[config.mk]
export PLATFORM = sky130hd
export DESIGN_NAME = hsv_to_rgb_converter_core
export DESIGN_NICKNAME = d
export VERILOG_FILES = /design/src/hdl/hsv2rgb_pkg.sv /design/src/hdl/hsv_to_rgb_converter_core.sv /design/src/hdl/hsv2rgb_ramp.sv /design/src/hdl/hsv2rgb_mult.sv
export SDC_FILE = /design/constraint.sdc
export NUM_CORES = 1
export LEC_CHECK = 0
export ABC_AREA = 1
export BUFFER_PORTS_ARGS = -buffer_cell sky130_fd_sc_hd__buf_4
export CAP_MARGIN = 10
export CORE_UTILIZATION = 55
export CTS_CLUSTER_DIAMETER = 40
export DETAILED_ROUTE_END_ITERATION = 8
export PLACE_DENSITY = 0.72
export RECOVER_POWER = 50
export SLEW_MARGIN = 15
export SYNTH_ARGS = -nofsm -noshare
export SYNTH_HDL_FRONTEND = slang
export SYNTH_SLANG_ARGS = --single-unit
[constraint.sdc]
create_clock -name clk -period 10.1 [get_ports clk]
set_input_delay 1.515 -clock clk [delete_from_list [all_inputs] [get_ports clk]]
set_output_delay 1.515 -clock clk [all_outputs]
set_load 0.005 [all_outputs]
[src/hdl/hsv2rgb_pkg.sv]
// hsv2rgb_pkg: shared types, sector codes and constants for the HSV to RGB converter.
// Used by hsv2rgb_ramp, hsv2rgb_mult and hsv_to_rgb_converter_core; no dependencies.
package hsv2rgb_pkg;

  localparam int unsigned CHAN_W  = 8;
  localparam int unsigned HUE6_W  = 11;  // 6 * hue, up to 1530
  localparam int unsigned PROD_W  = 16;  // 8x8 products and the ramp numerator
  localparam int unsigned NUM_W   = 24;  // brightness * ramp numerator
  localparam int unsigned RECIP_W = 24;

  localparam logic [CHAN_W-1:0] CHAN_MAX = 8'd255;

  // floor(x/255) for x < 2^24 as (x * ceil(2^31/255)) >> 31
  localparam logic [RECIP_W-1:0] RECIP_255   = 24'h808081;
  localparam int unsigned        RECIP_SHIFT = 31;

  // Hue sectors, named by the color at the start of each sixth of the circle
  typedef logic [2:0] sector_t;
  localparam sector_t SEC_RED     = 3'd0;
  localparam sector_t SEC_YELLOW  = 3'd1;
  localparam sector_t SEC_GREEN   = 3'd2;
  localparam sector_t SEC_CYAN    = 3'd3;
  localparam sector_t SEC_BLUE    = 3'd4;
  localparam sector_t SEC_MAGENTA = 3'd5;

  // Input word
  typedef struct packed {
    logic [CHAN_W-1:0] hue;
    logic [CHAN_W-1:0] saturation;
    logic [CHAN_W-1:0] brightness;
  } hsv_word_t;

  // Result word
  typedef struct packed {
    logic [CHAN_W-1:0]   red;
    logic [CHAN_W-1:0]   green;
    logic [CHAN_W-1:0]   blue;
    logic [3*CHAN_W-1:0] packed_color;
  } rgb_word_t;

  // After hue decode
  typedef struct packed {
    sector_t           sector;
    logic [CHAN_W-1:0] ramp;
    logic [CHAN_W-1:0] saturation;
    logic [CHAN_W-1:0] brightness;
  } ramp_word_t;

  // After the multiply pipe: low channel done, mid channel still needs one /255
  typedef struct packed {
    sector_t           sector;
    logic [CHAN_W-1:0] brightness;
    logic [CHAN_W-1:0] low;
    logic [PROD_W-1:0] quo;
  } prod_word_t;

  // floor(x/255), exact for x <= 65279
  function automatic logic [CHAN_W-1:0] div255_16(input logic [PROD_W-1:0] x);
    logic [PROD_W:0] sum;
    sum = {1'b0, x} + 17'd1 + {9'd0, x[PROD_W-1:CHAN_W]};
    return sum[PROD_W-1:CHAN_W];
  endfunction

endpackage

[src/hdl/hsv_to_rgb_converter_core.sv]
// hsv_to_rgb_converter_core: top level of the 8-bit HSV to RGB converter.
// Depends on hsv2rgb_pkg, hsv2rgb_ramp and hsv2rgb_mult.
//
// Usage:
//   Input channel in_valid / in_stall / in_word carries one pixel word
//   (hue, saturation, brightness). Output channel out_valid / out_stall /
//   out_word carries red, green, blue and the packed color word
//   (red in 7:0, green in 15:8, blue in 23:16). A word moves on a rising
//   edge where valid is high and stall is low.
//   A word passes through five registered stages: hue decode, two
//   multiply stages, the reciprocal multiply that divides by 255, and the
//   output register with the final /255 and channel placement.
//   Throughput is one pixel per cycle while out_stall is low, with no
//   dependence between pixels.
//   Each stage has its own valid bit and holds its word while the stage
//   after it is full, so a stall on out_stall fills the five stages and
//   then raises in_stall; empty stages keep accepting meanwhile, and no
//   word is dropped or repeated.
//   Reset clears every valid bit; there is no other state.
module hsv_to_rgb_converter_core
  import hsv2rgb_pkg::*;
(
  input  logic      clk,
  input  logic      rst_n,
  input  logic      in_valid,
  output logic      in_stall,
  input  hsv_word_t in_word,
  output logic      out_valid,
  input  logic      out_stall,
  output rgb_word_t out_word
);

  logic              ramp_ready;
  logic              ramp_valid;
  ramp_word_t        ramp_word;
  logic              mult_ready;
  logic              mult_valid;
  prod_word_t        mult_word;
  logic              out_ready;
  logic [CHAN_W-1:0] mid;
  logic [CHAN_W-1:0] top;
  logic [CHAN_W-1:0] low;
  rgb_word_t         word_nxt;
  rgb_word_t         word_r;
  logic              valid_r;

  hsv2rgb_ramp u_ramp (
    .clk       (clk),
    .rst_n     (rst_n),
    .in_valid  (in_valid),
    .in_word   (in_word),
    .in_ready  (ramp_ready),
    .out_valid (ramp_valid),
    .out_word  (ramp_word),
    .out_ready (mult_ready)
  );

  hsv2rgb_mult u_mult (
    .clk       (clk),
    .rst_n     (rst_n),
    .in_valid  (ramp_valid),
    .in_word   (ramp_word),
    .in_ready  (mult_ready),
    .out_valid (mult_valid),
    .out_word  (mult_word),
    .out_ready (out_ready)
  );

  assign in_stall = !ramp_ready;

  // Final /255 and channel placement by sector
  assign mid = div255_16(mult_word.quo);
  assign top = mult_word.brightness;
  assign low = mult_word.low;

  always_comb begin
    case (mult_word.sector)
      SEC_RED: begin
        word_nxt.red = top; word_nxt.green = mid; word_nxt.blue = low;
      end
      SEC_YELLOW: begin
        word_nxt.red = mid; word_nxt.green = top; word_nxt.blue = low;
      end
      SEC_GREEN: begin
        word_nxt.red = low; word_nxt.green = top; word_nxt.blue = mid;
      end
      SEC_CYAN: begin
        word_nxt.red = low; word_nxt.green = mid; word_nxt.blue = top;
      end
      SEC_BLUE: begin
        word_nxt.red = mid; word_nxt.green = low; word_nxt.blue = top;
      end
      default: begin
        word_nxt.red = top; word_nxt.green = low; word_nxt.blue = mid;
      end
    endcase
    word_nxt.packed_color = {word_nxt.blue, word_nxt.green, word_nxt.red};
  end

  // Output register
  assign out_ready = !valid_r || !out_stall;

  always_ff @(posedge clk) begin
    if (!rst_n) begin
      valid_r <= 1'b0;
    end else if (out_ready) begin
      valid_r <= mult_valid;
    end
  end

  always_ff @(posedge clk) begin
    if (out_ready && mult_valid) begin
      word_r <= word_nxt;
    end
  end

  assign out_valid = valid_r;
  assign out_word  = word_r;

  // Mid channel must land between the low channel and brightness
  a_mid_range: assert property (@(posedge clk) disable iff (!rst_n)
    mult_valid |-> (mid >= low) && (mid <= top))
    else $error("mid channel outside low..brightness");

  // Multiply pipe holds its word while the output register is blocked
  a_mult_hold: assert property (@(posedge clk) disable iff (!rst_n)
    mult_valid && !out_ready |=> mult_valid && $stable(mult_word))
    else $error("multiply pipe word changed while blocked");

  // Reset empties the output register
  a_reset_empty: assert property (@(posedge clk)
    !rst_n |=> !out_valid)
    else $error("output valid after reset");

  // Input is not stalled while the first stage is empty
  a_no_false_stall: assert property (@(posedge clk) disable iff (!rst_n)
    !ramp_valid |-> !in_stall)
    else $error("input stalled with empty first stage");

endmodule

[src/hdl/hsv2rgb_ramp.sv]
// hsv2rgb_ramp: first pipeline stage, hue sector and ramp decode.
// Depends on hsv2rgb_pkg.
module hsv2rgb_ramp
  import hsv2rgb_pkg::*;
(
  input  logic       clk,
  input  logic       rst_n,
  input  logic       in_valid,
  input  hsv_word_t  in_word,
  output logic       in_ready,
  output logic       out_valid,
  output ramp_word_t out_word,
  input  logic       out_ready
);

  logic [HUE6_W-1:0] six_h;
  logic [HUE6_W-1:0] base;
  logic [HUE6_W-1:0] rem;
  sector_t           sector;
  ramp_word_t        word_nxt;
  ramp_word_t        word_r;
  logic              valid_r;

  // 6*hue as shift-and-add
  assign six_h = {1'b0, in_word.hue, 2'b00} + {2'b00, in_word.hue, 1'b0};

  // Sector by threshold compare; the top of the circle (6H = 1530) folds into magenta
  always_comb begin
    if (six_h >= 11'd1275) begin
      sector = SEC_MAGENTA;
      base   = 11'd1275;
    end else if (six_h >= 11'd1020) begin
      sector = SEC_BLUE;
      base   = 11'd1020;
    end else if (six_h >= 11'd765) begin
      sector = SEC_CYAN;
      base   = 11'd765;
    end else if (six_h >= 11'd510) begin
      sector = SEC_GREEN;
      base   = 11'd510;
    end else if (six_h >= 11'd255) begin
      sector = SEC_YELLOW;
      base   = 11'd255;
    end else begin
      sector = SEC_RED;
      base   = 11'd0;
    end
  end

  // Ramp rises in even sectors, falls in odd ones
  assign rem = six_h - base;

  always_comb begin
    word_nxt.sector     = sector;
    word_nxt.ramp       = sector[0] ? (CHAN_MAX - rem[CHAN_W-1:0]) : rem[CHAN_W-1:0];
    word_nxt.saturation = in_word.saturation;
    word_nxt.brightness = in_word.brightness;
  end

  assign in_ready = !valid_r || out_ready;

  always_ff @(posedge clk) begin
    if (!rst_n) begin
      valid_r <= 1'b0;
    end else if (in_ready) begin
      valid_r <= in_valid;
    end
  end

  always_ff @(posedge clk) begin
    if (in_ready && in_valid) begin
      word_r <= word_nxt;
    end
  end

  assign out_valid = valid_r;
  assign out_word  = word_r;

endmodule

[src/hdl/hsv2rgb_mult.sv]
// hsv2rgb_mult: three pipeline stages of multiplies for the low and mid channels.
// Depends on hsv2rgb_pkg.
module hsv2rgb_mult
  import hsv2rgb_pkg::*;
(
  input  logic       clk,
  input  logic       rst_n,
  input  logic       in_valid,
  input  ramp_word_t in_word,
  output logic       in_ready,
  output logic       out_valid,
  output prod_word_t out_word,
  input  logic       out_ready
);

  // Stage A: ramp numerator M = s*F + 255*(255-s), low numerator v*(255-s)
  logic [CHAN_W-1:0] inv_s;
  logic [PROD_W-1:0] sf_prod;
  logic [PROD_W-1:0] inv_s_255;
  logic [PROD_W-1:0] m_nxt;
  logic [PROD_W-1:0] low_num_nxt;
  logic              a_valid_r;
  logic              a_ready;
  sector_t           a_sector_r;
  logic [CHAN_W-1:0] a_bright_r;
  logic [PROD_W-1:0] a_m_r;
  logic [PROD_W-1:0] a_low_num_r;

  // Stage B: N = v*M, low channel
  logic [NUM_W-1:0]  n_nxt;
  logic              b_valid_r;
  logic              b_ready;
  sector_t           b_sector_r;
  logic [CHAN_W-1:0] b_bright_r;
  logic [CHAN_W-1:0] b_low_r;
  logic [NUM_W-1:0]  b_n_r;

  // Stage C: first /255 of N by reciprocal multiply
  logic [NUM_W+RECIP_W-1:0] recip_prod;
  logic                     c_valid_r;
  logic                     c_ready;
  prod_word_t               c_word_r;

  assign c_ready  = !c_valid_r || out_ready;
  assign b_ready  = !b_valid_r || c_ready;
  assign a_ready  = !a_valid_r || b_ready;
  assign in_ready = a_ready;

  // Stage A logic
  assign inv_s       = CHAN_MAX - in_word.saturation;
  assign sf_prod     = {8'd0, in_word.saturation} * {8'd0, in_word.ramp};
  assign inv_s_255   = {inv_s, 8'd0} - {8'd0, inv_s};
  assign m_nxt       = sf_prod + inv_s_255;
  assign low_num_nxt = {8'd0, in_word.brightness} * {8'd0, inv_s};

  always_ff @(posedge clk) begin
    if (!rst_n) begin
      a_valid_r <= 1'b0;
    end else if (a_ready) begin
      a_valid_r <= in_valid;
    end
  end

  always_ff @(posedge clk) begin
    if (a_ready && in_valid) begin
      a_sector_r  <= in_word.sector;
      a_bright_r  <= in_word.brightness;
      a_m_r       <= m_nxt;
      a_low_num_r <= low_num_nxt;
    end
  end

  // Stage B logic
  assign n_nxt = {8'd0, a_m_r} * {16'd0, a_bright_r};

  always_ff @(posedge clk) begin
    if (!rst_n) begin
      b_valid_r <= 1'b0;
    end else if (b_ready) begin
      b_valid_r <= a_valid_r;
    end
  end

  always_ff @(posedge clk) begin
    if (b_ready && a_valid_r) begin
      b_sector_r <= a_sector_r;
      b_bright_r <= a_bright_r;
      b_low_r    <= div255_16(a_low_num_r);
      b_n_r      <= n_nxt;
    end
  end

  // Stage C logic; quotient is at most 65025
  assign recip_prod = {{RECIP_W{1'b0}}, b_n_r} * {{NUM_W{1'b0}}, RECIP_255};

  always_ff @(posedge clk) begin
    if (!rst_n) begin
      c_valid_r <= 1'b0;
    end else if (c_ready) begin
      c_valid_r <= b_valid_r;
    end
  end

  always_ff @(posedge clk) begin
    if (c_ready && b_valid_r) begin
      c_word_r.sector     <= b_sector_r;
      c_word_r.brightness <= b_bright_r;
      c_word_r.low        <= b_low_r;
      c_word_r.quo        <= recip_prod[RECIP_SHIFT +: PROD_W];
    end
  end

  assign out_valid = c_valid_r;
  assign out_word  = c_word_r;

endmodule
==> results of run 1 <==
-- cell usage in the layout (no fill, tap or decap), types with 5 or more instances in the layout --
cell and n:
fa_1 181, o21ai_1 5, xnor2_1 23, clkbuf_1 5, a21o_1 8, nand3_1 53
o21ai_0 47, a31oi_1 10, a21oi_1 107, dfxtp_1 5, clkbuf_4 34, nor2_1 123
ha_1 333, buf_4 42, a22oi_1 9, o211ai_1 5, nand4_1 12, clkbuf_16 17
nor3_1 6, edfxtp_1 171, o21bai_1 7, nand2_1 405, o221ai_1 7, a221oi_1 11
xor2_1 55, inv_1 556, nand2_2 11, inv_2 5
-- flip-flops by register name, indices dropped and copies added (netlist names) --
| signal | flops |
|---|---|
| u_ramp.out_valid | 1 |
| u_mult.out_valid | 1 |
| u_ramp.out_word | 26 |
| u_mult.b_low_r | 8 |
| u_mult.b_sector_r | 3 |
| out_valid | 1 |
| u_mult.b_bright_r | 8 |
| u_mult.b_valid_r | 1 |
| u_mult.a_valid_r | 1 |
| u_mult.a_bright_r | 8 |
| u_mult.a_low_num_r | 16 |
| u_mult.a_m_r | 16 |
| u_mult.b_n_r | 24 |
| u_mult.out_word | 35 |
| out_word | 24 |
| u_mult.a_sector_r | 3 |
-- critical path: stages, from the launching register on --
cell	delay (ps)
edfxtp_1	760
nand2_1	200
fa_1	560
fa_1	540
inv_1	50
fa_1	520
inv_1	50
fa_1	530
inv_1	40
ha_1	340
nand2_1	70
o21ai_1	200
nand2_1	110
o21bai_1	220
a21boi_1	160
o21ai_1	270
nand4_1	170
nand3_1	110
nand2_1	50
-- layer usage --
metal  wire [microns]  up-vias  track usage, %
met3             1870       63            3.56
met2            20900      357            41.7
li1                 -     7199               -
met4              828        0            7.05
met1            18800     7149            30.2
met5                0        -               0
-- final timing paths --
path / start / endpoint / slack [ps] / cells after the start
worst max-delay path: u_mult.a_bright_r[7] / u_mult.b_n_r[22] / 4920 / 18
worst min-delay path: u_mult.b_bright_r[2] / u_mult.out_word[26] / 410 / 0
worst max register to register: u_mult.a_bright_r[7] / u_mult.b_n_r[22] / 4920 / 18
worst min register to register: u_mult.b_bright_r[2] / u_mult.out_word[26] / 410 / 0
-- final cells by class --
cell class / count / area, sq um / share of cell area, %
inverter: 562 / 2110 / 9.76
multi-input combinational: 1461 / 12500 / 57.7
sequential: 176 / 5240 / 24.2
clock inverter: 15 / 206 / 0.955
timing repair buffer: 81 / 589 / 2.73
clock buffer: 17 / 425 / 1.97
tap: 461 / 577 / 2.67
-- stage by stage --
step                      setup slack, ps  instances
after floorplan                      5300       2273
after global placement               5140       2741
after detailed placement             5000       2741
after CTS                            4980       2773
after global routing                 4480       2773
final                                4920       2773
-- synth_stat cells, types with 2 or more instances --
cell	count	area (sq um)
o221ai_1	7	61.3
dfxtp_1	5	100
o31ai_1	2	15.0
fa_1	181	3620
nand2_1	405	1520
o21ai_1	5	25.0
nand4_1	12	75.1
xnor2_1	23	201
buf_4	24	180
nand2_2	11	68.8
a21boi_1	2	15.0
o21a_1	3	22.5
nor4_1	4	25.0
a211oi_1	4	30.0
buf_1	2	7.51
a31oi_1	10	62.6
nand3b_1	4	30.0
nand3_1	53	265
xor2_1	55	482
nor2_1	124	465
nor2_2	3	18.8
a21oi_1	108	541
ha_1	333	4170
a22oi_1	9	67.6
inv_2	5	18.8
o21bai_1	7	52.6
o21ai_0	47	235
o211ai_1	5	37.5
nor3_1	6	30.0
clkbuf_1	48	180
a21oi_2	2	17.5
o2111ai_1	4	35.0
a221oi_1	11	96.3
inv_1	557	2090
nand3_2	3	30.0
edfxtp_1	171	5130
a21o_1	8	60.1
-- cells by family after synthesis --
logic type / synth area share (%)
flip-flops: 26.0
adder cells (fa/ha/maj): 38.6
AND/OR/NAND/NOR: 12.8
buffers and inverters: 12.3
other: 0.0186
AO/OA/AOI/OAI: 6.89
XOR/XNOR: 3.39
==> reports/results.txt, run 1 <==
Final wirelength: 42400 microns
Initial antenna violation count: 0
Largest net degree at the start of global routing: 44
Clock Tree Buf Depth: 2
Arrival time at the worst endpoint: 5390 ps
I/O pins: 78
Final TNS setup: 0 ps
DRC viols: 12
Ys Warns: 0
Worst slew margin: -55.4%
Final instance area: 0.0216 sq mm
Initial core utilization: 56.3%
Post-CTS Hold Fix Bufs: 0
Global route overflow: 0
Die width: 193 microns
Synth Instances: 2272
Die Y: 193 microns
Post-cts repair resize count: 0
Final GP Congestion: 0.908
Clk Latency, worst-skew pair: 460 ps
Full die area: 0.0374 sq mm
Post-CTS Repair Setup Buffers: 0
Final critical-path share of the clock period: 51.3%
Placed Area: 0.0210 sq mm
Routed vias: 14.8k
Worst Setup End Kind: register
Tot GR Track Use: 23.7%
CTS H-tree lvls: 4
Class of the worst hold path: register to register
Routed vias/inst: 5.33
Async S/R FF share, synth: 0%
Layout cells sized above 1: 6.01%
Net count, final: 2841
Layout Skew: 19.0 ps
Number of fill cells: 3093
Critical path class: register to register
CTS Sinks: 176
Finished Core Util: 60.3%
Post-Syn Area: 0.0202 sq mm
Failing checks: DRC, capacitance limit, slew limit
Synthesis-to-layout area growth: 7.19%
CP max FO: 17
CTS root buf: clkbuf_16
CTS tree: yes
Status: complete, but fails checks
First-iteration detailed-routing DRC count: 949
Final Slew Violations: 80
First-pass iteration count of the detailed router: 8
Post-DP HPWL: 35300 microns
Site row count: 69
Register area share after synthesis: 26.0%
Fin. Hold Viols: 0
Final ANT Viol Nets: 0
Routed WL per cell: 15.3 microns
Yosys cell types: 46
Vias in the first global route: 15.2k
Mapped Avg Cell Area: 8.88 sq um
Max_cap viols: 3
# setup viols final: 0
Slew @ Worst Pin: 2330 ps
Worst-path clk slew: 80 ps
IO buf count: 77
Fin crit period: 5180 ps
Worst Setup Start Kind: register
CTS buffer count: 17
Ant. Diodes: 0
Hold slack: 413 ps
Fmax: 193 MHz
Core ar.: 0.0358 sq mm
#FFs+latches synth: 176
Global-route wire length before repair: 71500 microns
CP required: 10310 ps
Top FF cell, synth: edfxtp_1
Post-synth EDFFs: 171
RSZ-0062 raised after global routing: false
Power of run 1 is not shown: default switching activity piles up to over one toggle a cycle in this logic, so the estimate is an artifact.
==> run 2, diff against run 1 <==
==> constraint.sdc (replaced) <==
create_clock -name clk -period 5.4 [get_ports clk]
set_input_delay 0.81 -clock clk [delete_from_list [all_inputs] [get_ports clk]]
set_output_delay 0.81 -clock clk [all_outputs]
set_load 0.005 [all_outputs]
==> run 2 against run 1 <==
Against the previous run:
- the flow still finishes with violations (DRC, capacitance limit, slew limit)
- sequential cell count stayed put
- highest routed layer unchanged
- fmax increased by 3.0%
- first-iteration DRC count is 5.1% lower
- sequential share of layout area down 0.12 points
- non-clock buffer count is 17 higher
- count of clock-buffer cells in the layout unchanged
- clock skew decreased by 6.5 ps
- cell count increased by 0.61%
==> reports/results.txt, run 2 (same netlist as run 1, synthesis figures left out) <==
Status: complete, but fails checks (unchanged)
Failing checks: DRC, capacitance limit, slew limit (unchanged)
Class of the worst hold path: register to register (unchanged)
Final wirelength: 42100 microns (was 42400 microns)
Tot GR Track Use: 23.6% (was 23.7%)
Storage element area: 0.00524 sq mm (unchanged)
First-pass iteration count of the detailed router: 8 (unchanged)
First-iteration detailed-routing DRC count: 901 (was 949)
CTS root buf: clkbuf_16 (unchanged)
RSZ-0062 raised after global routing: false (unchanged)
Worst Setup Start Kind: register (unchanged)
Most frequent cells in the layout: inv_1 (557), nand2_1 (405), ha_1 (333) (was inv_1 (556), nand2_1 (405), ha_1 (333))
Fin. Hold Viols: 0 (unchanged)
Fin crit period: 5030 ps (was 5180 ps)
Arrival time at the worst endpoint: 5230 ps (was 5390 ps)
I/O pins: 78 (unchanged)
Layout cells sized above 1: 6.70% (was 6.01%)
Core ar.: 0.0358 sq mm (unchanged)
Multi-input logic area: 0.0125 sq mm (about the same)
Initial antenna violation count: 1 (was 0)
Global-route wire length before repair: 70900 microns (was 71500 microns)
CTS H-tree lvls: 4 (unchanged)
IO buf count: 77 (unchanged)
Worst Setup End Kind: register (unchanged)
Full die area: 0.0374 sq mm (unchanged)
Max FFs per register: 35 (unchanged)
Worst-path clk slew: 80 ps (about the same)
Final Slew Violations: 80 (unchanged)
Global route overflow: 0 (unchanged)
Final critical-path share of the clock period: 93.2% (was 51.3%)
Routed vias: 14.8k (about the same)
# setup viols final: 0 (unchanged)
Largest net degree at the start of global routing: 44 (unchanged)
CTS tree: yes (unchanged)
Final TNS setup: 0 ps (unchanged)
Worst slew margin: -52.0% (was -55.4%)
Clock Tree Buf Depth: 2 (unchanged)
Number of fill cells: 3002 (was 3093)
Max_cap viols: 3 (unchanged)
Ant. Diodes: 0 (unchanged)
Critical path class: register to register (unchanged)
Initial core utilization: 56.3% (unchanged)
Die Y: 193 microns (unchanged)
CP max FO: 15 (was 17)
CTS Sinks: 176 (unchanged)
Final GP Congestion: 0.908 (about the same)
Final ANT Viol Nets: 0 (unchanged)
Finished Core Util: 60.6% (was 60.3%)
Synthesis-to-layout area growth: 7.72% (was 7.19%)
Routed vias/inst: 5.29 (was 5.33)
CP required: 5600 ps (was 10310 ps)
Vias in the first global route: 15.1k (was 15.2k)
Die width: 193 microns (unchanged)
Routed WL per cell: 15.1 microns (was 15.3 microns)
Layout Skew: 12.5 ps (was 19.0 ps)
Slew @ Worst Pin: 2280 ps (was 2330 ps)
Net count, final: 2858 (was 2841)
Post-DP HPWL: 35100 microns (was 35300 microns)
CTS buffer count: 17 (unchanged)
Site row count: 69 (unchanged)
Fmax: 199 MHz (was 193 MHz)
DRC viols: 12 (unchanged)
Commonest non-fill, non-tap cell in the layout: inv_1 (unchanged)
Clk Latency, worst-skew pair: 450 ps (was 460 ps)
==> run 2: cell count changes in the layout (fill, tap and decap cells not counted), sizes merged <==
cell      before  now
inv          569  570
clkbuf        56   69
clkinvlp       1    0
buf           42   46
==> run 2: per-layer routing <==
metal / global-route usage, % / part of all wire [%]
met1: 29.9 / 43
met5: 0 / 0
met2: 41.5 / 50
met3: 2.75 / 4.2
met4: 8.44 / 2.6
==> run 2: stage by stage <==
step / instance area, sq um / setup WS [ps] / hold slack, ps / cells
6_report: 21700 / 367 / 420 / 2790
3_5_place_dp: 21100 / 396 / 405 / 2752
4_1_cts: 21700 / 375 / 421 / 2784
2_1_floorplan: 20200 / 601 / 400 / 2273
3_3_place_gp: 21100 / 484 / 401 / 2752
5_1_grt: 21700 / 59.7 / 426 / 2790
==> run 2: area by class of cell <==
| type | count | share of cell area, % |
|---|---|---|
| flip-flops and latches | 176 | 24.1 |
| clock inverters | 15 | 0.864 |
| inverters | 562 | 9.71 |
| clock buffers | 17 | 1.96 |
| repair buffers | 98 | 3.30 |
| multi-input cells | 1461 | 57.4 |
| well taps | 461 | 2.65 |
==> run 2: what timing repair did <==
action	CTS	global route
setup endpoints to repair	0	1
setup buffers	0	6
endpoints found under the hold margin	0	0
hold buffers	0	0
gates resized for setup	0	0
==> run 2: path summary, 6_finish.rpt <==
| path | startpoint | endpoint | slack (ps) | depth (start not counted) |
|---|---|---|---|---|
| worst min register to register | u_mult.b_low_r[6] | u_mult.out_word[22] | 420 | 0 |
| worst max register to register | u_ramp.out_word[12] | u_mult.a_m_r[13] | 370 | 17 |
| worst max-delay path | u_ramp.out_word[12] | u_mult.a_m_r[13] | 370 | 17 |
| worst min-delay path | u_mult.b_low_r[6] | u_mult.out_word[22] | 420 | 0 |
==> run 2: critical path, stage by stage, from the launching register on <==
cell and delay [ps]:
edfxtp_1 760, nand2_1 120, inv_1 110, fa_1 430, fa_1 470, fa_1 510
fa_1 550, inv_1 50, fa_1 500, inv_1 40, ha_1 320, a21oi_1 210
nand2_1 110, nand2_1 70, nand2_1 50, a21oi_1 190, o21ai_0 120, xor2_1 160
Power of run 2 is left out for the same reason.
